`src/hw/rtl/acc_pkg.sv`:
```
// Package for the autofire click controller: payload structs, codes, widths.
// No dependencies.
package acc_pkg;
	localparam int TimeW   = 32;
	localparam int RepW    = 16;
	localparam int RateW   = 14;
	localparam int DivW    = 16;
	localparam logic [13:0] RateScale = 14'd10000;
	// above this effective interval the rounded rate is zero
	localparam int EffMax  = 2 * 10000;

	localparam logic [1:0] FUNC_TICK = 2'd0;
	localparam logic [1:0] FUNC_KEY  = 2'd1;
	localparam logic [1:0] FUNC_RATE = 2'd2;

	localparam logic [1:0] KEY_LEFT  = 2'd0;
	localparam logic [1:0] KEY_RIGHT = 2'd1;
	localparam logic [1:0] KEY_OK    = 2'd2;

	localparam logic [1:0] KIND_SHORT   = 2'd0;
	localparam logic [1:0] KIND_LONG    = 2'd1;
	localparam logic [1:0] KIND_REPEAT  = 2'd2;
	localparam logic [1:0] KIND_RELEASE = 2'd3;

	localparam logic [1:0] EV_NONE    = 2'd0;
	localparam logic [1:0] EV_PRESS   = 2'd1;
	localparam logic [1:0] EV_RELEASE = 2'd2;

	localparam logic [2:0] REG_FLOOR   = 3'd0;
	localparam logic [2:0] REG_CEIL    = 3'd1;
	localparam logic [2:0] REG_SMALL   = 3'd2;
	localparam logic [2:0] REG_MEDIUM  = 3'd3;
	localparam logic [2:0] REG_FAST    = 3'd4;
	localparam logic [2:0] REG_MED_TH  = 3'd5;
	localparam logic [2:0] REG_FAST_TH = 3'd6;

	typedef struct packed {
		logic [1:0] func;
		logic [1:0] key;
		logic [1:0] press_kind;
	} in_item_t;

	typedef struct packed {
		logic       button_down;
		logic [1:0] report_event;
		logic       running;
		logic [9:0] delay_now;
		logic [13:0] rate_x10;
	} out_item_t;

	typedef struct packed {
		logic [9:0]  delay_floor;
		logic [9:0]  delay_ceiling;
		logic [9:0]  step_small;
		logic [9:0]  step_medium;
		logic [9:0]  step_fast;
		logic [15:0] medium_threshold;
		logic [15:0] fast_threshold;
	} cfg_t;
endpackage

```
`src/hw/rtl/autofire_click_controller_top.sv`:
```
// Top level of the autofire click controller: front queue, back executor.
// Depends on acc_pkg, acc_front, acc_back.
//
// Input channel: push/full, one item per beat (tick, key event, rate refresh).
// Result channel: empty/pop, exactly one result per item, in order.
// Config channel: cfg_valid/cfg_ready, always ready; write only while idle.
// A tick or key item's result is registered as the back part takes the item.
// A rate refresh runs a bit-serial divider through the DIV and WAIT states;
// its result is registered once the divider is no longer busy.
// The back part takes a new item only when idle and its last result popped;
// the two-beat front queue absorbs short bursts.
// Reset sets control state and config to defaults (queue storage and the divisor latch excepted); no clearing pass.
// When the receiver stalls, the back part holds its result and stops taking
// items; the front queue fills and full rises.
module autofire_click_controller_top import acc_pkg::*; (
	input  logic       clk,
	input  logic       arst_n,
	input  logic       push,
	output logic       full,
	input  in_item_t   in_item,
	output logic       empty,
	input  logic       pop,
	output out_item_t  out_item,
	input  logic       cfg_valid,
	output logic       cfg_ready,
	input  logic [2:0] cfg_index,
	input  logic [15:0] cfg_data
);
	cfg_t     cfg;
	logic     q_valid, q_take;
	in_item_t q_item;

	acc_front u_front (
		.clk(clk), .arst_n(arst_n), .push(push), .full(full), .item(in_item),
		.cfg_valid(cfg_valid), .cfg_ready(cfg_ready), .cfg_index(cfg_index),
		.cfg_data(cfg_data), .cfg(cfg), .q_valid(q_valid), .q_item(q_item),
		.q_take(q_take)
	);

	acc_back u_back (
		.clk(clk), .arst_n(arst_n), .cfg(cfg), .q_valid(q_valid), .q_item(q_item),
		.q_take(q_take), .empty(empty), .pop(pop), .result(out_item)
	);
endmodule

```
`src/hw/rtl/acc_front.sv`:
```
// Front part: input queue of two beats plus the configuration register file.
// Depends on acc_pkg.
module acc_front import acc_pkg::*; (
	input  logic       clk,
	input  logic       arst_n,
	input  logic       push,
	output logic       full,
	input  in_item_t   item,
	input  logic       cfg_valid,
	output logic       cfg_ready,
	input  logic [2:0] cfg_index,
	input  logic [15:0] cfg_data,
	output cfg_t       cfg,
	output logic       q_valid,
	output in_item_t   q_item,
	input  logic       q_take
);
	in_item_t   mem_q [2];
	logic       wp_q, rp_q;
	logic [1:0] cnt_q;
	logic       wr, rd;

	assign full      = cnt_q[1];
	assign wr        = push && !full;
	assign q_valid   = cnt_q != 2'd0;
	assign rd        = q_take && q_valid;
	assign q_item    = mem_q[rp_q];
	assign cfg_ready = 1'b1;

	always_ff @(posedge clk) begin
		if (wr) mem_q[wp_q] <= item;
	end

	always_ff @(posedge clk or negedge arst_n) begin
		if (!arst_n) begin
			wp_q <= 1'b0; rp_q <= 1'b0; cnt_q <= 2'd0;
		end else begin
			if (wr) wp_q <= !wp_q;
			if (rd) rp_q <= !rp_q;
			cnt_q <= cnt_q + {1'b0, wr} - {1'b0, rd};
		end
	end

	always_ff @(posedge clk or negedge arst_n) begin
		if (!arst_n) begin
			cfg <= '{10'd5, 10'd1000, 10'd10, 10'd50, 10'd100, 16'd3, 16'd8};
		end else if (cfg_valid) begin
			unique case (cfg_index)
				REG_FLOOR:   cfg.delay_floor      <= cfg_data[9:0];
				REG_CEIL:    cfg.delay_ceiling    <= cfg_data[9:0];
				REG_SMALL:   cfg.step_small       <= cfg_data[9:0];
				REG_MEDIUM:  cfg.step_medium      <= cfg_data[9:0];
				REG_FAST:    cfg.step_fast        <= cfg_data[9:0];
				REG_MED_TH:  cfg.medium_threshold <= cfg_data;
				REG_FAST_TH: cfg.fast_threshold   <= cfg_data;
				default: ;
			endcase
		end
	end
endmodule

```
`src/hw/rtl/acc_div.sv`:
```
// Restoring divider, one quotient bit per cycle, for the rate computation.
// Depends on acc_pkg.
module acc_div import acc_pkg::*; (
	input  logic            clk,
	input  logic            arst_n,
	input  logic            start,
	input  logic [DivW-1:0] num,
	input  logic [TimeW-1:0] den,
	output logic            busy,
	output logic [DivW-1:0] quo
);
	logic [DivW-1:0]  rem_q;
	logic [4:0]       cnt_q;
	logic [TimeW:0]   trial;
	logic [TimeW:0]   shifted;

	assign busy    = cnt_q != 5'd0;
	assign shifted = {{(TimeW+1-DivW){1'b0}}, rem_q} << 1 | {{TimeW{1'b0}}, quo[DivW-1]};
	assign trial   = shifted - {1'b0, den};

	always_ff @(posedge clk or negedge arst_n) begin
		if (!arst_n) begin
			cnt_q <= 5'd0; rem_q <= '0; quo <= '0;
		end else if (start) begin
			cnt_q <= 5'(DivW); rem_q <= '0; quo <= num;
		end else if (busy) begin
			cnt_q <= cnt_q - 5'd1;
			if (!trial[TimeW]) begin
				rem_q <= trial[DivW-1:0];
				quo   <= {quo[DivW-2:0], 1'b1};
			end else begin
				rem_q <= shifted[DivW-1:0];
				quo   <= {quo[DivW-2:0], 1'b0};
			end
		end
	end
endmodule

```
`src/hw/rtl/acc_back.sv`:
```
// Back part: executes one queued item at a time and fills the result queue.
// Depends on acc_pkg and acc_div.
module acc_back import acc_pkg::*; (
	input  logic      clk,
	input  logic      arst_n,
	input  cfg_t      cfg,
	input  logic      q_valid,
	input  in_item_t  q_item,
	output logic      q_take,
	output logic      empty,
	input  logic      pop,
	output out_item_t result
);
	localparam logic [1:0] ST_IDLE = 2'd0;
	localparam logic [1:0] ST_DIV  = 2'd1;
	localparam logic [1:0] ST_WAIT = 2'd2;

	logic [1:0]       st_q;
	logic [TimeW-1:0] time_q, last_rel_q, interval_q;
	logic [9:0]       cd_q, delay_q;
	logic             active_q, phase_q, level_q, hold_q, hkey_q, seen_q;
	logic [RepW-1:0]  rep_q;
	logic [RateW-1:0] rate_q;
	logic             out_v_q;
	logic             div_start, div_busy;
	logic [DivW-1:0]  div_quo;
	logic [TimeW-1:0] eff_q;

	// combinational next state
	logic [TimeW-1:0] time_n, last_rel_n, interval_n;
	logic [9:0]       cd_n, delay_n, half_d, half_n, step, dcl, nd;
	logic             active_n, phase_n, level_n, hold_n, hkey_n, seen_n;
	logic [RepW-1:0]  rep_n;
	logic [RateW-1:0] rate_n;
	logic [1:0]       ev;
	logic             go, do_adj, rate_zero, adj_dn;
	logic [TimeW-1:0] elapsed, iv, eff;

	assign empty  = !out_v_q;
	assign go     = st_q == ST_IDLE && q_valid && !out_v_q;
	assign q_take = go;
	assign div_start = go && q_item.func == FUNC_RATE && !rate_zero;

	function automatic logic [9:0] halfof(input logic [9:0] d);
		return (d[9:1] == 9'd0) ? 10'd1 : {1'b0, d[9:1]};
	endfunction

	always_comb begin
		time_n = time_q; last_rel_n = last_rel_q; interval_n = interval_q;
		cd_n = cd_q; delay_n = delay_q; active_n = active_q; phase_n = phase_q;
		level_n = level_q; hold_n = hold_q; hkey_n = hkey_q; seen_n = seen_q;
		rep_n = rep_q; rate_n = rate_q; ev = EV_NONE; do_adj = 1'b0;
		adj_dn = q_item.key == KEY_LEFT; step = cfg.step_small;
		half_d = halfof(delay_q);
		elapsed = time_q - last_rel_q;
		eff = (elapsed > interval_q) ? elapsed : interval_q;
		if (eff == '0) eff = {{(TimeW-1){1'b0}}, 1'b1};
		// long intervals round to zero and would overflow the dividend
		rate_zero = !active_q || !seen_q || interval_q == '0 || eff > TimeW'(EffMax);
		iv = '0; dcl = '0; nd = '0; half_n = '0;
		unique case (q_item.func)
			FUNC_TICK: begin
				time_n = time_q + 1'b1;
				if (active_q) begin
					if (cd_q <= 10'd1) begin
						cd_n = half_d;
						if (!phase_q) begin
							level_n = 1'b1; phase_n = 1'b1; ev = EV_PRESS;
						end else begin
							level_n = 1'b0; phase_n = 1'b0; ev = EV_RELEASE;
							iv = time_n - last_rel_q;
							if (seen_q) interval_n = (iv == '0) ? TimeW'(1) : iv;
							last_rel_n = time_n; seen_n = 1'b1;
						end
					end else cd_n = cd_q - 10'd1;
				end
			end
			FUNC_KEY: begin
				if (q_item.key == KEY_LEFT || q_item.key == KEY_RIGHT) begin
					case (q_item.press_kind)
						KIND_SHORT: do_adj = 1'b1;
						KIND_LONG: begin
							hold_n = 1'b1; hkey_n = q_item.key[0]; rep_n = '0;
							step = cfg.step_medium; do_adj = 1'b1;
						end
						KIND_REPEAT: begin
							rep_n = (!hold_q || hkey_q != q_item.key[0]) ? '0 : rep_q;
							hold_n = 1'b1; hkey_n = q_item.key[0];
							if (rep_n != '1) rep_n = rep_n + 1'b1;
							if (rep_n >= cfg.fast_threshold) step = cfg.step_fast;
							else if (rep_n >= cfg.medium_threshold) step = cfg.step_medium;
							do_adj = 1'b1;
						end
						default: if (hold_q && hkey_q == q_item.key[0]) begin
							hold_n = 1'b0; hkey_n = 1'b0; rep_n = '0;
						end
					endcase
				end else if (q_item.key == KEY_OK && q_item.press_kind == KIND_RELEASE) begin
					rate_n = '0; seen_n = 1'b0; last_rel_n = '0;
					interval_n = {{(TimeW-11){1'b0}}, half_d, 1'b0};
					phase_n = 1'b0;
					if (active_q) begin
						active_n = 1'b0; cd_n = '0;
						if (level_q) begin level_n = 1'b0; ev = EV_RELEASE; end
						hold_n = 1'b0; hkey_n = 1'b0; rep_n = '0;
					end else begin
						active_n = 1'b1; level_n = 1'b1; phase_n = 1'b1;
						ev = EV_PRESS; cd_n = half_d;
					end
				end
			end
			FUNC_RATE: if (rate_zero) rate_n = '0;
			default: ;
		endcase
		if (do_adj) begin
			dcl = (delay_q < cfg.delay_floor) ? cfg.delay_floor :
				(delay_q > cfg.delay_ceiling) ? cfg.delay_ceiling : delay_q;
			if (step == '0) nd = dcl;
			else if (adj_dn) nd = (dcl <= cfg.delay_floor || dcl - cfg.delay_floor < step)
				? cfg.delay_floor : dcl - step;
			else nd = (dcl >= cfg.delay_ceiling || cfg.delay_ceiling - dcl < step)
				? cfg.delay_ceiling : dcl + step;
			nd = (nd < cfg.delay_floor) ? cfg.delay_floor :
				(nd > cfg.delay_ceiling) ? cfg.delay_ceiling : nd;
			half_n = halfof(nd);
			if (nd != delay_q) begin
				delay_n = nd;
				if (active_q) cd_n = half_n;
			end
		end
	end

	acc_div u_div (
		.clk(clk), .arst_n(arst_n), .start(div_start),
		.num({{(DivW-14){1'b0}}, RateScale} + DivW'(eff >> 1)),
		.den(eff_q), .busy(div_busy), .quo(div_quo)
	);

	always_ff @(posedge clk) begin
		if (div_start) eff_q <= eff;
	end

	always_ff @(posedge clk or negedge arst_n) begin
		if (!arst_n) begin
			st_q <= ST_IDLE; out_v_q <= 1'b0;
			time_q <= '0; last_rel_q <= '0; interval_q <= TimeW'(10);
			cd_q <= '0; delay_q <= 10'd10; active_q <= 1'b0; phase_q <= 1'b0;
			level_q <= 1'b0; hold_q <= 1'b0; hkey_q <= 1'b0; seen_q <= 1'b0;
			rep_q <= '0; rate_q <= '0; result <= '0;
		end else begin
			if (pop && out_v_q) out_v_q <= 1'b0;
			unique case (st_q)
				ST_IDLE: if (go) begin
					time_q <= time_n; last_rel_q <= last_rel_n; interval_q <= interval_n;
					cd_q <= cd_n; delay_q <= delay_n; active_q <= active_n;
					phase_q <= phase_n; level_q <= level_n; hold_q <= hold_n;
					hkey_q <= hkey_n; seen_q <= seen_n; rep_q <= rep_n; rate_q <= rate_n;
					if (div_start) st_q <= ST_DIV;
					else begin
						result <= '{level_n, ev, active_n, delay_n, rate_n};
						out_v_q <= 1'b1;
					end
				end
				ST_DIV: st_q <= ST_WAIT;
				ST_WAIT: if (!div_busy) begin
					rate_q <= div_quo[RateW-1:0];
					result <= '{level_q, EV_NONE, active_q, delay_q, div_quo[RateW-1:0]};
					out_v_q <= 1'b1; st_q <= ST_IDLE;
				end
				default: st_q <= ST_IDLE;
			endcase
		end
	end
endmodule

```
`config.mk`:
```
export PLATFORM = sky130hd
export DESIGN_NAME = autofire_click_controller_top
export DESIGN_NICKNAME = d
export VERILOG_FILES = /design/src/hw/rtl/acc_pkg.sv /design/src/hw/rtl/autofire_click_controller_top.sv /design/src/hw/rtl/acc_front.sv /design/src/hw/rtl/acc_div.sv /design/src/hw/rtl/acc_back.sv
export SDC_FILE = /design/constraint.sdc
export NUM_CORES = 1
export LEC_CHECK = 0
export BUFFER_PORTS_ARGS = -buffer_cell sky130_fd_sc_hd__buf_2
export CORE_UTILIZATION = 65
export CTS_CLUSTER_DIAMETER = 120
export DETAILED_ROUTE_END_ITERATION = 8
export PLACE_DENSITY = 0.86
export SLEW_MARGIN = 30
export SYNTH_ARGS = -nofsm -noshare
export SYNTH_HDL_FRONTEND = slang
export SYNTH_SLANG_ARGS = --single-unit
export TNS_END_PERCENT = 10
```
`constraint.sdc`:
```
create_clock -name clk -period 25.3 [get_ports clk]
set_clock_uncertainty 0.15 [all_clocks]
set_input_delay 3.795 -clock clk [delete_from_list [all_inputs] [get_ports clk]]
set_output_delay 3.795 -clock clk [all_outputs]
set_load 0.01 [all_outputs]
```
After elaboration in Yosys (flattened, before gate mapping). Memories as Yosys holds them, arrays and structs flattened. Cells that the tools add are included.

Input port bits: 30. Output and inout bits: 31. Flip-flop bits (word level): 338. Word-level logic and storage cells: 278. Memories: 1. RAM bits: 12.

Equal/unequal tests: 32. Bitwise logic cells: 1. $add $sub $neg: 14. Magnitude comparators: 13. Reductions and logical operators: 61. Mux-type cells: 122.

Memory list: u_front.mem_q (depth 2, width 6, read ports 1, clocked after Yosys merged registers in 0, write ports 1, RTL line acc_front.sv:18) `in_item_t mem_q [2];`.

Operator list (number): 2-to-1 mux 32 bit (14); 2-to-1 mux 10 bit (23); 2-to-1 mux 16 bit (14); one-hot mux 32 bit (2 select lines) (2); zero test 32 bit (3); 2-to-1 mux 28 bit (3); 2-to-1 mux 14 bit (5); subtractor 32 bit (2); one-hot mux 14 bit (2 select lines) (2); one-hot mux 28 bit (2 select lines) (1); one-hot mux 16 bit (3 select lines) (1); less-than comparator 10 bit (4); one-hot mux 10 bit (2 select lines) (2); 2-to-1 mux 1 bit (33); subtractor 17 x 32 -> 33 bit (1); adder 32 x 1 -> 32 bit, second input constant (1); greater-or-equal comparator 16 bit (2); > comparator 32 x 15 -> 1 bit, second input constant (1); > comparator 32 bit (1); subtractor 10 bit (3); AND reduction 7 bit (3); > comparator 10 bit (2); 2-to-1 mux 2 bit (10); zero test 9 bit (2); other kinds (44) (108).

Longest topological paths before layout. An unclocked memory read counts as a cell.

Depth after elaboration: 30. Depth in mapped cells: 55.

By module. A second synthesis with hierarchy kept.

Cell total of the unflattened synthesis: 2939. Area, all modules: 26785.7 sq um.

By module, submodules not included: acc_back (times used 1, seq. area each 5545.3 sq um, cells an instance 2395, area each 20259.4 sq um); acc_front (times used 1, seq. area each 2536.2 sq um, cells an instance 222, area each 3797.4 sq um); acc_div (times used 1, seq. area each 925.9 sq um, cells an instance 322, area each 2728.9 sq um).

Worst setup path before layout. No wires, ideal clock.

Path kind: reg2reg. Start: reg u_front.rp_q. End: reg u_back.cd_q[6]. Required time: 25.011 ns. Period minus slack after synthesis: 10.867 ns. Path buffers: 6. Stages on the path, launching flop included: 53. Arrival: 10.577 ns. Slack: 14.433 ns. Cells stage by stage: dfrtp_1 > buf_4 > mux2i_1 > xnor2_1 > nor2b_1 > clkbuf_1 > and2_1 > ha_1 > and3_1 > and3_1 > nand2b_1 > and3_1 > and2_1 > and3_1 > nand3_1 > xor2_1 > nor2_1 > ha_1 > [17 not listed] > mux2_2 > mux2i_1 > ha_1 > a21o_1 > a21o_1 > a221oi_1 > o21ai_0 > nand2_1 > clkbuf_1 > and4b_1 > a211oi_1 > a2111o_1 > a222oi_1 > nand4b_2 > o311ai_4 > buf_6 > mux2i_1 > o22ai_1.

Longest elaborated chain between the ends: 29. Elaborated cells on any way between the ends: 57. Classes of those cells: add/sub: 3; order compare: 6; eq/ne: 9; mux: 27; reduce/logical: 11; memory: 1.

Ends and longest elaborated chain: start: declaration (RTL line acc_front.sv:19) `logic wp_q, rp_q;`; start signal: assignment (RTL line acc_front.sv:39) `if (rd) rp_q <= !rp_q;`; memory (2 x 6 bit) (*); != test 1 bit (RTL line acc_back.sv:87) `rep_n = (!hold_q || hkey_q != q_item.key[0]) ? '0 : rep_q;`; logical OR 1 bit (RTL line acc_back.sv:87); 2-to-1 mux 16 bit (RTL line acc_back.sv:87); adder 16 x 1 -> 16 bit or != test 16 bit (tied branches) (RTL line acc_back.sv:89) `if (rep_n != '1) rep_n = rep_n + 1'b1;`; 2-to-1 mux 16 bit (RTL line acc_back.sv:89); 2-to-1 mux 16 bit (RTL line acc_back.sv:80) `case (q_item.press_kind)`; 2-to-1 mux 16 bit (RTL line acc_back.sv:79) `if (q_item.key == KEY_LEFT || q_item.key == KEY_RIGHT) begin`; [13 not listed]; > comparator 10 bit (RTL line acc_back.sv:124) `(nd > cfg.delay_ceiling) ? cfg.delay_ceiling : nd;`; 2-to-1 mux 10 bit (RTL line acc_back.sv:124); 2-to-1 mux 10 bit (RTL line acc_back.sv:123) `nd = (nd < cfg.delay_floor) ? cfg.delay_floor :`; zero test 9 bit (RTL line acc_back.sv:45) `return (d[9:1] == 9'd0) ? 10'd1 : {1'b0, d[9:1]};`; 2-to-1 mux 9 bit (RTL line acc_back.sv:45); 2-to-1 mux 10 bit (RTL line acc_back.sv:128) `if (active_q) cd_n = half_n;`; 2-to-1 mux 10 bit (RTL line acc_back.sv:126) `if (nd != delay_q) begin`; 2-to-1 mux 10 bit (*) (RTL line acc_back.sv:115) `if (do_adj) begin`; end signal: assignment (RTL line acc_back.sv:155) `cd_q <= cd_n; delay_q <= delay_n; active_q <= active_n;`; end: declaration (RTL line acc_back.sv:20) `logic [9:0] cd_q, delay_q;`.

Mark *: on every way between the ends. The rest lies on a longest branch, timed or not. The select of a mux whose other input is x is not followed. A chain may end at the register's enable or synchronous reset.

Worst setup path in the final report.
Start: reg u_front.rp_q. End: reg u_back.cd_q[2].

The elaborated chain is that of the path after synthesis.

==> flow_summary.toml <==
[synth]
synth-edff-count = 44
ys_seq_area_share_pct = 34.7
syn_inst = 2881
netlist_area_um2 = 26000
ys_warn_count = 0
synthTopCellsByArea = "dfrtp_1, ha_1, edfxtp_1"
synth_largest_area_cell = "dfrtp_1"
synth_async_sr_flop_share_pct = 87.4
synthDominantCellAreaShare_pct = 27.3
ys_ff_latch = 350
postSynthNetCount = 3172
synth_ff_type = "dfrtp_1"
yosysUniqueCellTypes = 91
synth.avg_cell_area_um2 = 9.01

[cts]
clk_root_buffer_cell = "clkbuf_16"
cts_tree = "yes"
hold_buffers = 0
numCtsBuffers = 40
numClockSinks = 350
cts.repair.resized = 0
htree_levels = 2
cts_buffer_depth = 3
path_clk_slew_ps = 60
cts_setup_buffers = 0
clock_latency_ps = 560

[cells_and_area]
postLayoutCoreUtil_pct = 72.2
finalInstanceArea_um2 = 28100
stdcell_count = 3443
nNetsFinal = 3184
fillers = 2822
syn_to_final_growth_pct = 8.46
final_layout_size_suffix_gt1_share_pct = 10.5

[die]
dieHeight_um = 202
boundaryPins = 61
fp-row-count = 72
start_util_pct = 66.5
fp.dieW_um = 202
core_um2 = 39000
die_area_um2 = 40700

[worst_setup_path]
crit_slowest_cell = "o311ai_4"
cp-start-kind = "register"
end_kind = "register"
arrival_ps = 14260
worstPathMaxFanout = 20
worst_ep_required_time_ps = 25620
crit_path_max_incr_delay_ps = 830
critical_path_class = "reg2reg"
path_buf_inv = 2
cpLargestDelayFamily = "compound AO/OA/AOI/OAI gates"

[sta]
rsz0062_at_grt = "false"
tns_ps = 0
max_freq_ghz = 0.0717
slew_headroom_pct = 34.2
report.final.slew_viol_count = 0
max_slew.worst_pin.slew_ps = 980
finalHoldViolCount = 0
min_period_over_period_pct = 55.1
period_needed_ps = 13940
setup_viol = 0

[routing]
dr.pass1.iters = 6
route.final.wire_length_mm = 72.7
drt-vias-per-instance = 6.51
wl_per_cell_um = 21.1
drtIter0Drc = 2077
drc = 0
postRouteAntennaNets = 0
via_count = 22400

[grt]
grt_use_total_pct = 35.9
antenna_found_initial = 2
grt_max_degree = 114
grt_pass1_vias = 21900
grt.overflow.total = 0
grt_first_pass_wirelength_mm = 117

[place]
dp_cells = 3367
placed_area_um2 = 26700
gp_congestion = 0.996
dp_hpwl_mm = 53.4
io_buffer_count = 59

[status]
status = "completed"

[job]
drv_cap = 0

[hold_path]
hp-class = "reg2reg"
layout by cell type (no fill, tap or decap), types with 22 or more instances in the layout:
cell / count
clkbuf_16: 41
buf_4: 22
nor2b_1: 24
nand2b_1: 44
and3_1: 35
a21oi_1: 189
nor3_1: 37
a211oi_1: 40
xor2_1: 67
a21o_1: 58
nand2_1: 244
o21ai_0: 176
and2_1: 24
buf_2: 58
nand3_1: 61
inv_1: 230
nor2_1: 221
nor4_1: 25
ha_1: 253
edfxtp_1: 44
nand4_1: 37
mux2i_1: 64
xnor2_1: 122
mux2_2: 91
a22o_1: 68
dfstp_2: 23
o21a_1: 22
dfrtp_1: 283
layer usage:
metal	wire length, µm	track usage [%]	share of wire, %
met4	2130	11.9	2.9
met1	31300	50.5	43
met5	0	0	0
met3	6090	4.93	8.4
met2	33200	57.3	46
final timing paths:
| kind | cells after the start | slack (ps) | endpoint | start |
|---|---|---|---|---|
| worst max-delay path | 48 | 11360 | u_back.cd_q[2] | u_front.rp_q |
| worst min-delay path | 2 | 330 | u_back.last_rel_q[13] | u_back.last_rel_q[13] |
| worst max register to register | 48 | 11360 | u_back.cd_q[2] | u_front.rp_q |
| worst min register to register | 2 | 330 | u_back.last_rel_q[13] | u_back.last_rel_q[13] |
| max in group asynchronous | 4 | 18980 | u_back.u_div.rem_q[6] | arst_n |
| min in group asynchronous | 1 | 3170 | u_front.cfg[27] | arst_n |
cell families (layout without fill, tap and decap cells):
family	Yosys count	in the layout	synth area share (%)
other	1	3	0.0145
AO/OA/AOI/OAI	758	758	19.3
adder cells (fa/ha/maj)	261	261	12.8
multiplexers	157	157	6.52
XOR/XNOR	190	190	6.47
flip-flops	350	350	34.7
AND/OR/NAND/NOR	817	817	15.1
buffers and inverters	347	389	5.12
worst reg2reg max path: cells and delay by family (launching register included):
kind                       cells  cell delay [ps]
AOI/OAI and AO/OA             17             5580
adders and majority gates      4             1220
muxes                          3             1230
buffers and inverters          2              620
and+or+nand+nor               20             4160
xor gates and xnor gates       2              320
DFF                            1              580
through the flow:
stage | worst slack, ps | hold WS (ps)
CTS | 11310 | 335
global placement | 12050 | 314
floorplan | 14430 | 300
finish | 11360 | 329
global route | 10400 | 363
detailed placement | 11450 | 322
registers in the layout, indices dropped and copies added, names as in the netlist, 2 cells and up:
register / cells
u_back.u_div.rem_q: 16
u_back.cd_q: 10
u_back.rep_q: 16
u_back.u_div.quo: 16
u_back.last_rel_q: 32
u_back.u_div.cnt_q: 5
u_front.cfg: 82
u_back.rate_q: 14
u_back.time_q: 32
u_front.cnt_q: 2
u_back.st_q: 2
u_front.mem_q: 12
u_back.interval_q: 32
u_back.delay_q: 10
u_back.eff_q: 32
u_back.result: 28
final cells by class:
type / count / area [µm²] / share of cell area [%]
Multi-Input combinational cell: 2184 / 15700 / 55.9
Sequential cell: 350 / 9010 / 32.0
Clock buffer: 53 / 1120 / 3.98
Inverter: 231 / 867 / 3.08
Tap cell: 518 / 648 / 2.30
Timing Repair Buffer: 86 / 543 / 1.93
Clock inverter: 19 / 208 / 0.738
Antenna cell: 2 / 5.00 / 0.0178
cell usage after synthesis, types with 7 or more instances:
master	instances
o31ai_1	19
dfrtp_1	283
a22o_1	68
ha_1	254
xor2_1	67
clkbuf_1	99
nor3b_1	7
o31a_1	7
nor2_1	227
and3_1	35
nor4_1	25
fa_1	7
a211oi_1	41
o211ai_1	19
mux2i_1	64
o22ai_1	10
a21o_1	59
nor3_1	40
buf_1	7
a21oi_1	189
and2_1	24
nand2b_1	44
nand4_1	37
nand2_1	244
mux2_2	91
a21boi_0	15
nor2b_1	24
a22oi_1	20
o21ai_1	7
o21ai_0	177
nand3_1	61
or2_2	9
or3_1	13
o21bai_1	12
or4_1	7
inv_1	230
dfstp_2	23
o21a_1	22
xnor2_1	122
a31oi_1	20
edfxtp_1	44
Power is not shown: default switching activity piles up to over one toggle a cycle in this logic, so the estimate is an artifact.
